[config.mk]
export PLATFORM = sky130hd
export DESIGN_NAME = rom_ram_bank_mapper_mode_select_core
export DESIGN_NICKNAME = d
export VERILOG_FILES = /design/src/rtl/rrbm_pkg.sv /design/src/rtl/rom_ram_bank_mapper_mode_select_core.sv
export SDC_FILE = /design/constraint.sdc
export NUM_CORES = 1
export LEC_CHECK = 0
export ABC_AREA = 1
export BUFFER_PORTS_ARGS = -buffer_cell sky130_fd_sc_hd__buf_2
export CORE_MARGIN = 4
export CORE_UTILIZATION = 54
export DETAILED_ROUTE_END_ITERATION = 8
export PLACE_DENSITY = 0.91
export SLEW_MARGIN = 20
export SYNTH_ARGS = -nofsm -noshare
export SYNTH_HDL_FRONTEND = slang
export SYNTH_SLANG_ARGS = --single-unit
[constraint.sdc]
create_clock -name clock -period 6.2 [get_ports clock]
set_clock_uncertainty 0.1 [all_clocks]
set_input_delay 0.93 -clock clock [delete_from_list [all_inputs] [get_ports clock]]
set_output_delay 0.93 -clock clock [all_outputs]
set_load 0.01 [all_outputs]
[src/rtl/rrbm_pkg.sv]
// ----------------------------------------------------------------------------
// rrbm_pkg
// types and constants of the rom/ram bank mapper
// ----------------------------------------------------------------------------
package rrbm_pkg;

   localparam int unsigned ROM_BANK_BYTES = 16384;
   localparam int unsigned RAM_BANK_BYTES = 8192;

   localparam int unsigned ADDR_W  = 15;
   localparam int unsigned DATA_W  = 8;
   localparam int unsigned INDEX_W = 21;
   localparam int unsigned ROM_OFS_W = $clog2(ROM_BANK_BYTES);

   // bus functions
   localparam logic [1:0] FUNC_ROM_READ  = 2'd0;
   localparam logic [1:0] FUNC_CTRL_WR   = 2'd1;
   localparam logic [1:0] FUNC_RAM_READ  = 2'd2;
   localparam logic [1:0] FUNC_RAM_WRITE = 2'd3;

   // result targets
   localparam logic [1:0] TARGET_NONE = 2'd0;
   localparam logic [1:0] TARGET_ROM  = 2'd1;
   localparam logic [1:0] TARGET_RAM  = 2'd2;

   // control register select, address bits 14..13
   localparam logic [1:0] SEL_RAM_ENABLE = 2'd0;
   localparam logic [1:0] SEL_ROM_LOW    = 2'd1;
   localparam logic [1:0] SEL_BANK_HIGH  = 2'd2;
   localparam logic [1:0] SEL_MODE       = 2'd3;

   localparam logic [3:0] RAM_ENABLE_KEY = 4'hA;

   typedef struct packed {
      logic       ram_enabled;
      logic [4:0] rom_bank_low;
      logic [1:0] rom_bank_high;
      logic [1:0] ram_bank;
      logic       ram_banking_mode;
   } bank_state_type;

   localparam bank_state_type BANK_STATE_RESET = '{
      ram_enabled:      1'b0,
      rom_bank_low:     5'd1,
      rom_bank_high:    2'd0,
      ram_bank:         2'd0,
      ram_banking_mode: 1'b0
   };

endpackage

[src/rtl/rom_ram_bank_mapper_mode_select_core.sv]
// ----------------------------------------------------------------------------
// rom_ram_bank_mapper_mode_select_core
// cartridge bank controller: control writes and banked rom/ram address forming
// response is registered: valid in the cycle after request acceptance
// throughput: 1 transaction per cycle unless stalled, one response register
// reset: synchronous, loads the bank registers with their reset values and
// clears the response valid
// ----------------------------------------------------------------------------
module rom_ram_bank_mapper_mode_select_core (
   input  logic                        clock,
   input  logic                        reset,
   input  logic                        req_valid,
   output logic                        req_stall,
   input  logic [1:0]                  req_func,
   input  logic [rrbm_pkg::ADDR_W-1:0] req_bus_address,
   input  logic [rrbm_pkg::DATA_W-1:0] req_write_byte,
   output logic                        rsp_valid,
   input  logic                        rsp_stall,
   output logic [1:0]                  rsp_target,
   output logic [rrbm_pkg::INDEX_W-1:0] rsp_mem_index,
   output logic                        rsp_mem_write,
   output logic [rrbm_pkg::DATA_W-1:0] rsp_store_byte,
   output logic                        rsp_read_open
);
   import rrbm_pkg::*;

   bank_state_type       state_ff, state_in;
   logic                 valid_ff;
   logic [1:0]           target_ff, target_in;
   logic [INDEX_W-1:0]   index_ff, index_in;
   logic                 write_ff, write_in;
   logic [DATA_W-1:0]    byte_ff, byte_in;
   logic                 open_ff, open_in;
   logic                 req_fire;
   logic [6:0]           rom_bank;
   logic [6:0]           rom_bank_m1;
   logic [4:0]           low_val;

   assign req_stall = valid_ff & rsp_stall;
   assign req_fire  = req_valid & ~req_stall;

   always_comb begin
      state_in  = state_ff;
      target_in = TARGET_NONE;
      index_in  = '0;
      write_in  = 1'b0;
      byte_in   = '0;
      open_in   = 1'b0;
      rom_bank  = {state_ff.rom_bank_high, state_ff.rom_bank_low};
      if (rom_bank == 7'd0) begin
         rom_bank = 7'd1;
      end
      rom_bank_m1 = rom_bank - 7'd1;
      low_val     = req_write_byte[4:0];
      if (low_val == 5'd0) begin
         low_val = 5'd1;
      end
      unique case (req_func)
         FUNC_ROM_READ: begin
            target_in = TARGET_ROM;
            index_in  = {rom_bank_m1, {ROM_OFS_W{1'b0}}}
                        + INDEX_W'(req_bus_address);
         end
         FUNC_CTRL_WR: begin
            unique case (req_bus_address[14:13])
               SEL_RAM_ENABLE: begin
                  state_in.ram_enabled = (req_write_byte[3:0] == RAM_ENABLE_KEY);
               end
               SEL_ROM_LOW: begin
                  state_in.rom_bank_low = low_val;
               end
               SEL_BANK_HIGH: begin
                  if (state_ff.ram_banking_mode) begin
                     state_in.ram_bank = req_write_byte[1:0];
                  end else begin
                     state_in.rom_bank_high = req_write_byte[1:0];
                  end
               end
               SEL_MODE: begin
                  if (req_write_byte != '0) begin
                     state_in.ram_banking_mode = 1'b1;
                     state_in.rom_bank_high    = 2'd0;
                  end else begin
                     state_in.ram_banking_mode = 1'b0;
                     state_in.ram_bank         = 2'd0;
                  end
               end
               default: begin
                  state_in = state_ff;
               end
            endcase
         end
         FUNC_RAM_READ, FUNC_RAM_WRITE: begin
            if (state_ff.ram_enabled) begin
               target_in = TARGET_RAM;
               index_in  = INDEX_W'(state_ff.ram_bank) * INDEX_W'(RAM_BANK_BYTES)
                           + INDEX_W'(req_bus_address);
               if (req_func == FUNC_RAM_WRITE) begin
                  write_in = 1'b1;
                  byte_in  = req_write_byte;
               end
            end else if (req_func == FUNC_RAM_READ) begin
               open_in = 1'b1;
            end
         end
         default: begin
            target_in = TARGET_NONE;
         end
      endcase
   end

   always_ff @(posedge clock) begin
      if (reset) begin
         state_ff <= BANK_STATE_RESET;
         valid_ff <= 1'b0;
      end else begin
         if (req_fire) begin
            state_ff <= state_in;
            valid_ff <= 1'b1;
         end else if (!rsp_stall) begin
            valid_ff <= 1'b0;
         end
      end
   end

   // response payload
   always_ff @(posedge clock) begin
      if (req_fire) begin
         target_ff <= target_in;
         index_ff  <= index_in;
         write_ff  <= write_in;
         byte_ff   <= byte_in;
         open_ff   <= open_in;
      end
   end

   assign rsp_valid      = valid_ff;
   assign rsp_target     = target_ff;
   assign rsp_mem_index  = index_ff;
   assign rsp_mem_write  = write_ff;
   assign rsp_store_byte = byte_ff;
   assign rsp_read_open  = open_ff;

endmodule

After elaboration in Yosys (flattened, before gate mapping)

Index checks and enable logic that the tools add are counted.

Register bits after elaboration: 45
Output and inout bits: 35
Input bits: 29
Logic and storage cells: 61

Add/subtract/negate cells: 3
Bitwise logic cells: 4
Multiplexer cells: 16
Reductions and logical operators: 15
Eq/ne operators: 12

Operator list:

| cell                  | number |
|---|---|
| $pmux W21 S2          | 1 |
| $add A21 B15 Y21      | 1 |
| $add A15 B15 Y16      | 1 |
| $mux W16              | 1 |
| $reduce_and A3 Y1     | 4 |
| $mux W2               | 5 |
| $reduce_and A5 Y1     | 2 |
| $eq A2 B2 Y1 const B  | 4 |
| $ne A2 B2 Y1 const B  | 4 |
| $pmux W4 S2           | 1 |
| $reduce_bool A8 Y1    | 1 |
| $logic_not A7 Y1      | 1 |
| $mux W7               | 1 |
| $sub A7 B1 Y7 const B | 1 |
| $logic_not A5 Y1      | 1 |
| $mux W1               | 5 |
| $mux W5               | 1 |
| $eq A2 B1 Y1 const B  | 2 |
| $eq A4 B4 Y1 const B  | 1 |
| $logic_not A2 Y1      | 2 |
| $pmux W2 S2           | 1 |
| $reduce_or A2 Y1      | 2 |
| $and A1 B1 Y1         | 2 |
| $ne A2 B1 Y1 const B  | 1 |
| 3 further kinds       | 4 |

Logic depth before layout (Yosys ltp)

Gate-level depths: netlist (run 1).

Depth after elaboration: 5
Depth in mapped cells: 13
Mapped depth without buffers: 13

Worst setup path before layout (run 1)

Ideal clock, no wire load.

Path type: input to register
Start point: input rsp_stall
End point: register index_ff[0], in the netlist rsp_mem_index[0], enable pin
Cell stages on the path: 3
Required time: 5.712 ns
Arrival time: 1.807 ns
Setup time: 0.388 ns
Slack: 3.905 ns
Cells stage by stage: nand2_1 -> nand2_2 -> inv_1

Cells in the longest elaborated chain, start to end: 3

RTL lines:

| element              | RTL line                                    | RTL |
|---|---|---|
| start, declared      | rom_ram_bank_mapper_mode_select_core.sv:18  | `input logic rsp_stall,` |
| $and A1 B1 Y1        | rom_ram_bank_mapper_mode_select_core.sv:39  | `assign req_stall = valid_ff & rsp_stall;` |
| $not A1 Y1           | rom_ram_bank_mapper_mode_select_core.sv:40  | `assign req_fire = req_valid & ~req_stall;` |
| $and A1 B1 Y1        | rom_ram_bank_mapper_mode_select_core.sv:40  |  |
| named net req_fire   | rom_ram_bank_mapper_mode_select_core.sv:34  | `logic req_fire;` |
| end signal, assigned | rom_ram_bank_mapper_mode_select_core.sv:130 | `index_ff <= index_in;` |
| end, declared        | rom_ram_bank_mapper_mode_select_core.sv:30  | `logic [INDEX_W-1:0] index_ff, index_in;` |

The timed path passes the listed nets, and every way through them passes these cells.
A chain may end at the register's enable or synchronous reset.

Worst setup path after layout (run 1)

Start point: input rsp_stall
End point: output req_stall

Cells in the longest elaborated chain, start to end: 1

RTL lines:

| element       | RTL line                                   | RTL |
|---|---|---|
| $and A1 B1 Y1 | rom_ram_bank_mapper_mode_select_core.sv:39 |  |
| end, declared | rom_ram_bank_mapper_mode_select_core.sv:13 | `output logic req_stall,` |

Every way passes these cells.

==> summary.md, run 1 <==
| Metric | Value |
|---|---|
| Outcome | finished clean |
| Fin nets | 314 |
| DR iter-0 viols | 99 |
| Initial antenna violation count | 0 |
| PD cells | 227 nW/um^2 |
| Hold buffers post-CTS | 0 |
| WHS Path Cells | 2 |
| Initial core utilization | 56.2% |
| Gpl congestion | 0.822 |
| Critical path type | primary input to primary output |
| Layout area overhead | 22.0% |
| RSZ-0062 raised after global routing | false |
| DRC viols | 0 |
| Synth area leader | edfxtp_1 |
| Mean post-synth cell area | 9.75 um^2 |
| Filler cells | 285 |
| Ys flop type | edfxtp_1 |
| Count of cell types in the netlist | 28 |
| Fmax achieved | 0.428 GHz |
| Hold Violations, Final | 0 |
| Worst EP arrival | 1.31 ns |
| Setup crit end kind | primary output |
| Share of layout cells above drive strength 1 | 28.5% |
| CTS tree | built |
| Die area | 4860 um^2 |
| Total global routing overflow | 0 |
| Worst-Skew Late Latency | 0.29 ns |
| Most numerous cell in the Yosys netlist | inv_1 |
| Ys async rst share | 0% |
| Max_cap viols | 0 |
| Post-layout util | 68.5% |
| Drt total wl | 3.99 mm |
| Startpoint Class | primary input |
| Reg clk slew, reported paths | 0.08 ns |
| Vias per cell | 4.88 |
| Clock buffer depth | 2 |
| Top Ports | 64 |
| Yosys reg bits | 45 |
| Chip height | 69.7 um |
| PortBufs | 63 |
| Max_slew headroom | 49.5% |
| H-tree Lvls | 2 |
| Worst vdd ir | 0.155 mV |
| Actual slew at the worst max-slew pin | 0.755 ns |
| TritonCTS Buffers | 5 |
| Leak | 0.00122 uW |
| Synth top cells by count | inv_1 (44), nor2_1 (39), edfxtp_1 (33) |
| Ant. Diodes | 0 |
| Post-CTS Setup Bufs | 0 |
| CTS sink count | 45 |
| Final Max Tran Viols | 0 |
| Setup violations, final | 0 |
| Post-Syn Instances | 211 |
| PostCTS Resize Cnt | 0 |
| Post-synth EDFFs | 33 |
| Final min period | 2.34 ns |
| Vias in the first global route | 1541 |
| Vias | 1607 |
| Synth warnings | 0 |
| CTS root buf | clkbuf_8 |
| Rows | 22 |
| Total negative setup slack | 0 ns |
| Die Wd | 69.7 um |
| First-pass GRT wire length | 6.50 mm |
| Total GRT Usage | 16.8% |
| Core area | 3660 um^2 |
| Worst reg2reg path depth | 12 |
| First-pass DRT Iterations | 4 |
| Synth area leaders | edfxtp_1 (48%), dfxtp_1 (12%), inv_1 (8.0%) |
| CP required | 5.17 ns |
| Syn nets | 245 |
| Crit-path max FO | 3 |
| Synthesized area | 2060 um^2 |
| Pin count of the biggest net entering global routing | 34 |
| Part of the cycle the worst path needs | 37.7% |
| Drt wl/cell | 12.1 um |
| Sequential area share after synthesis | 59.9% |
| DPL Wire Length | 3.20 mm |
| Share of the synthesized area in the top cell type | 48.2% |
| Post-route ant nets | 0 |
| Hold WC Path Type | flop to flop |
-- logic make-up (layout without fill, tap and decap cells) --
family / count (synthesis) / after routing / share of synthesized area, %
DFF: 45 / 45 / 59.9
adders and majority gates: 5 / 5 / 3.41
xor gates and xnor gates: 5 / 5 / 2.49
AOI/OAI and AO/OA: 28 / 28 / 7.54
buffers and inverters: 46 / 116 / 8.45
and+or+nand+nor: 82 / 82 / 18.2
-- sequential cells by signal (all words and copies together), names as in the netlist --
register	cells
rsp_mem_index	21
rsp_mem_write	1
rsp_read_open	1
rsp_store_byte	8
rsp_target	2
rsp_valid	1
state_ff	11
-- layout make-up --
class	count	area (um^2)	area share, %
flip-flops and latches	45	1230	49.1
multi-input cells	120	652	26.0
repair buffers	63	315	12.6
inverters	45	169	6.73
clock buffers	5	68.8	2.74
well taps	48	60.1	2.39
clock inverters	3	12.5	0.499
-- worst max-delay path, stage by stage --
cell and delay, ns:
buf_2 0.10, nand2_1 0.11, inv_1 0.05, buf_2 0.13
-- where the power goes --
part / internal (uW) / switching, uW
combinational: 23.1 / 40.3
sequential: 338 / 4.36
clock: 75.8 / 89.3
-- per-layer routing --
layer / part of all wire (%) / vias up / GRT usage (%)
met1: 40 / 711 / 19.2
met2: 49 / 65 / 28.9
met5: 0 / - / 0
met3: 9.4 / 7 / 6.23
met4: 1.3 / 0 / 5.96
li1: - / 824 / -
-- placed cells by master (no fill, tap or decap) --
cell type / synthesis / final
a21oi_1: 12 / 12
a22o_1: 2 / 2
a31oi_1: 1 / 1
buf_2: 1 / 63
clkbuf_8: 0 / 5
clkinv_1: 0 / 2
clkinv_2: 0 / 1
dfxtp_1: 12 / 12
edfxtp_1: 33 / 33
fa_1: 1 / 1
ha_1: 4 / 4
inv_1: 44 / 43
inv_2: 1 / 2
nand2_1: 22 / 22
nand2_2: 2 / 2
nand3_1: 5 / 5
nand3_2: 1 / 1
nand4_1: 5 / 5
nor2_1: 39 / 39
nor2_2: 2 / 2
nor2_4: 1 / 1
nor3_1: 2 / 2
nor4_1: 2 / 2
nor4_4: 1 / 1
o21ai_0: 7 / 7
o21ai_1: 4 / 4
o21ai_2: 1 / 1
o31ai_1: 1 / 1
xnor2_1: 1 / 1
xor2_1: 3 / 3
xor2_2: 1 / 1
-- worst paths after layout --
path	start	end	slack (ns)
worst max-delay path	rsp_stall	req_stall	3.86
worst min-delay path	state_ff[1]	state_ff[1]	0.36
worst max register to register	state_ff[7]	rsp_mem_index[18]	4.02
worst min register to register	state_ff[1]	state_ff[1]	0.36
-- through the flow --
step                hold slack (ns)  cells  setup slack (ns)  power [uW]  area (um^2)
floorplan                     0.327    211              3.91         383         2060
CTS                           0.354    329              3.86         576         2510
finish                        0.355    329              3.86         571         2510
detailed placement            0.343    321              3.55         413         2430
global placement              0.337    321              3.61         410         2430
global route                  0.368    329              3.81         597         2510
Power figures use the tool's default switching activity.
==> inputs of run 2 (changes only) <==
--- a/config.mk
+++ b/config.mk
@@ -8,9 +8,9 @@
 export ABC_AREA = 1
 export BUFFER_PORTS_ARGS = -buffer_cell sky130_fd_sc_hd__buf_2
 export CORE_MARGIN = 4
-export CORE_UTILIZATION = 54
+export CORE_UTILIZATION = 45
 export DETAILED_ROUTE_END_ITERATION = 8
-export PLACE_DENSITY = 0.91
+export PLACE_DENSITY = 0.81
 export SLEW_MARGIN = 20
 export SYNTH_ARGS = -nofsm -noshare
 export SYNTH_HDL_FRONTEND = slang
==> constraint.sdc (replaced) <==
create_clock -name clock -period 2.1 [get_ports clock]
set_clock_uncertainty 0.1 [all_clocks]
set_input_delay 0.315 -clock clock [delete_from_list [all_inputs] [get_ports clock]]
set_output_delay 0.315 -clock clock [all_outputs]
set_load 0.01 [all_outputs]
==> summary.md, run 2 (synthesis gave the netlist of run 1 again) <==
| Metric | Value |
|---|---|
| Total global routing overflow | 0 |
| Chip height | 75.6 um |
| Hold buffers post-CTS | 0 |
| Part of the cycle the worst path needs | 91.0% |
| Most common cell after layout, fill and taps aside | buf_2 |
| Sequential Area | 1240 um^2 |
| Setup violations, final | 0 |
| Worst EP arrival | 1.87 ns |
| Share of layout cells above drive strength 1 | 33.7% |
| H-tree Lvls | 2 |
| Total negative setup slack | 0 ns |
| Worst vdd ir | 0.477 mV |
| Total GRT Usage | 15.9% |
| Startpoint Class | flop |
| Initial core utilization | 46.9% |
| Vias in the first global route | 1557 |
| Actual slew at the worst max-slew pin | 0.840 ns |
| PortBufs | 63 |
| Drt wl/cell | 12.2 um |
| Leak | 0.00125 uW |
| First-pass DRT Iterations | 4 |
| Rows | 24 |
| Clock share of power | 29.5% |
| Final min period | 1.91 ns |
| Int Power | 1310 uW |
| Clock buffer depth | 2 |
| Initial antenna violation count | 0 |
| Die area | 5720 um^2 |
| Setup crit end kind | flop |
| Pin count of the biggest net entering global routing | 18 |
| Worst-Skew Late Latency | 0.30 ns |
| Layout area overhead | 27.3% |
| Post-place setup slack | 0.0177 ns |
| DR iter-0 viols | 72 |
| Top Ports | 64 |
| Crit-path max FO | 4 |
| Multi-input gate area | 697 um^2 |
| PD cells | 655 nW/um^2 |
| Reg clk slew, reported paths | 0.07 ns |
| Max_slew headroom | 43.8% |
| Filler cells | 396 |
| Vias | 1623 |
| Max reg flops | 21 |
| Outcome | finished clean |
| CP required | 2.06 ns |
| Fin nets | 321 |
| CTS tree | built |
| Gpl congestion | 0.818 |
| Final setup margin | 0.189 ns |
| Sw frac | 23.8% |
| Power, Total | 1710 uW |
| Vias per cell | 4.77 |
| Comb power frac | 11.7% |
| Fmax achieved | 0.523 GHz |
| DPL Wire Length | 3.13 mm |
| Post-route ant nets | 0 |
| Inst Count DP | 328 |
| Critical path type | flop to flop |
| RSZ-0062 raised after global routing | false |
| Final std cells w/o fill | 340 |
| Core area | 4380 um^2 |
| NetSw | 407 uW |
| TritonCTS Buffers | 5 |
| Hold WC Path Type | primary input to flop |
| CTS sink count | 45 |
| Final Max Tran Viols | 0 |
| Sequential power share | 58.8% |
| Commonest non-fill, non-tap cells in the layout | buf_2 (63), inv_1 (42), nor2_1 (36) |
| Ant. Diodes | 0 |
| DRC viols | 0 |
| Max_cap viols | 0 |
| CTS root buf | clkbuf_8 |
| First-pass GRT wire length | 6.71 mm |
| Hold Violations, Final | 0 |
| Die Wd | 75.6 um |
| Drt total wl | 4.13 mm |
-- run 2: cell types whose count changed in the layout (fill, tap and decap cells not counted), moves of 3 or more --
cell,previous run,this run
dfxtp_2,0,3
dfxtp_1,12,8
buf_4,0,7
nor2_4,1,4
nor2_1,39,36
-- run 2: worst max-delay path, stage by stage, from the launching register on --
cell and delay [ns]:
dfxtp_4 0.35, nor2_4 0.12, nand3_2 0.10, nand2_1 0.08, inv_1 0.07, ha_4 0.22
inv_2 0.05, ha_2 0.16, inv_2 0.04, nor2_4 0.09, nand4_1 0.12, nor2_1 0.11
nor2_1 0.06
-- run 2: area by class of cell --
| cell class | count | area share [%] |
|---|---|---|
| Clock inverter | 1 | 0.143 |
| Multi-Input combinational cell | 120 | 26.6 |
| Timing Repair Buffer | 70 | 14.1 |
| Inverter | 45 | 6.45 |
| Clock buffer | 7 | 2.92 |
| Tap cell | 52 | 2.49 |
| Sequential cell | 45 | 47.3 |
-- run 2: metrics by stage --
step	utilization [%]	hold WS (ns)	cell area, um^2
floorplan	-	0.284	2060
global placement	56.0	0.338	2450
detailed placement	56.0	0.347	2450
CTS	57.8	0.150	2530
global route	59.7	0.142	2620
finish	59.7	0.152	2620
-- run 2: timing repair --
| action | 4_1_cts | 5_1_grt |
|---|---|---|
| buffers inserted | 0 | 4 |
| endpoints found under the setup margin | 0 | 3 |
| resized for setup | 0 | 16 |
-- run 2: power groups by stage --
stage / clock, uW / sequential (uW) / combinational, uW
after floorplan: 0 / 1050 / 80.1
after global placement: 0 / 1030 / 189
after detailed placement: 0 / 1030 / 193
after CTS: 519 / 1010 / 194
after global routing: 557 / 1010 / 225
final: 505 / 1010 / 200
-- run 2: metal layers --
| layer | wire length [um] | global-route usage (%) | share of wire (%) |
|---|---|---|---|
| met5 | 0 | 0 | 0 |
| met4 | 91 | 7.57 | 2.2 |
| met3 | 333 | 4.49 | 8.1 |
| met2 | 1980 | 27.5 | 48 |
| met1 | 1720 | 18.1 | 42 |
-- run 2: path summary, 6_finish.rpt --
path                from                 to  slack, ns  cells past startpoint
max reg2reg  state_ff[8]  rsp_mem_index[20]       0.19                     12
max          state_ff[8]  rsp_mem_index[20]       0.19                     12
min                reset        state_ff[4]       0.15                      2
min reg2reg  state_ff[1]        state_ff[1]       0.36                      2
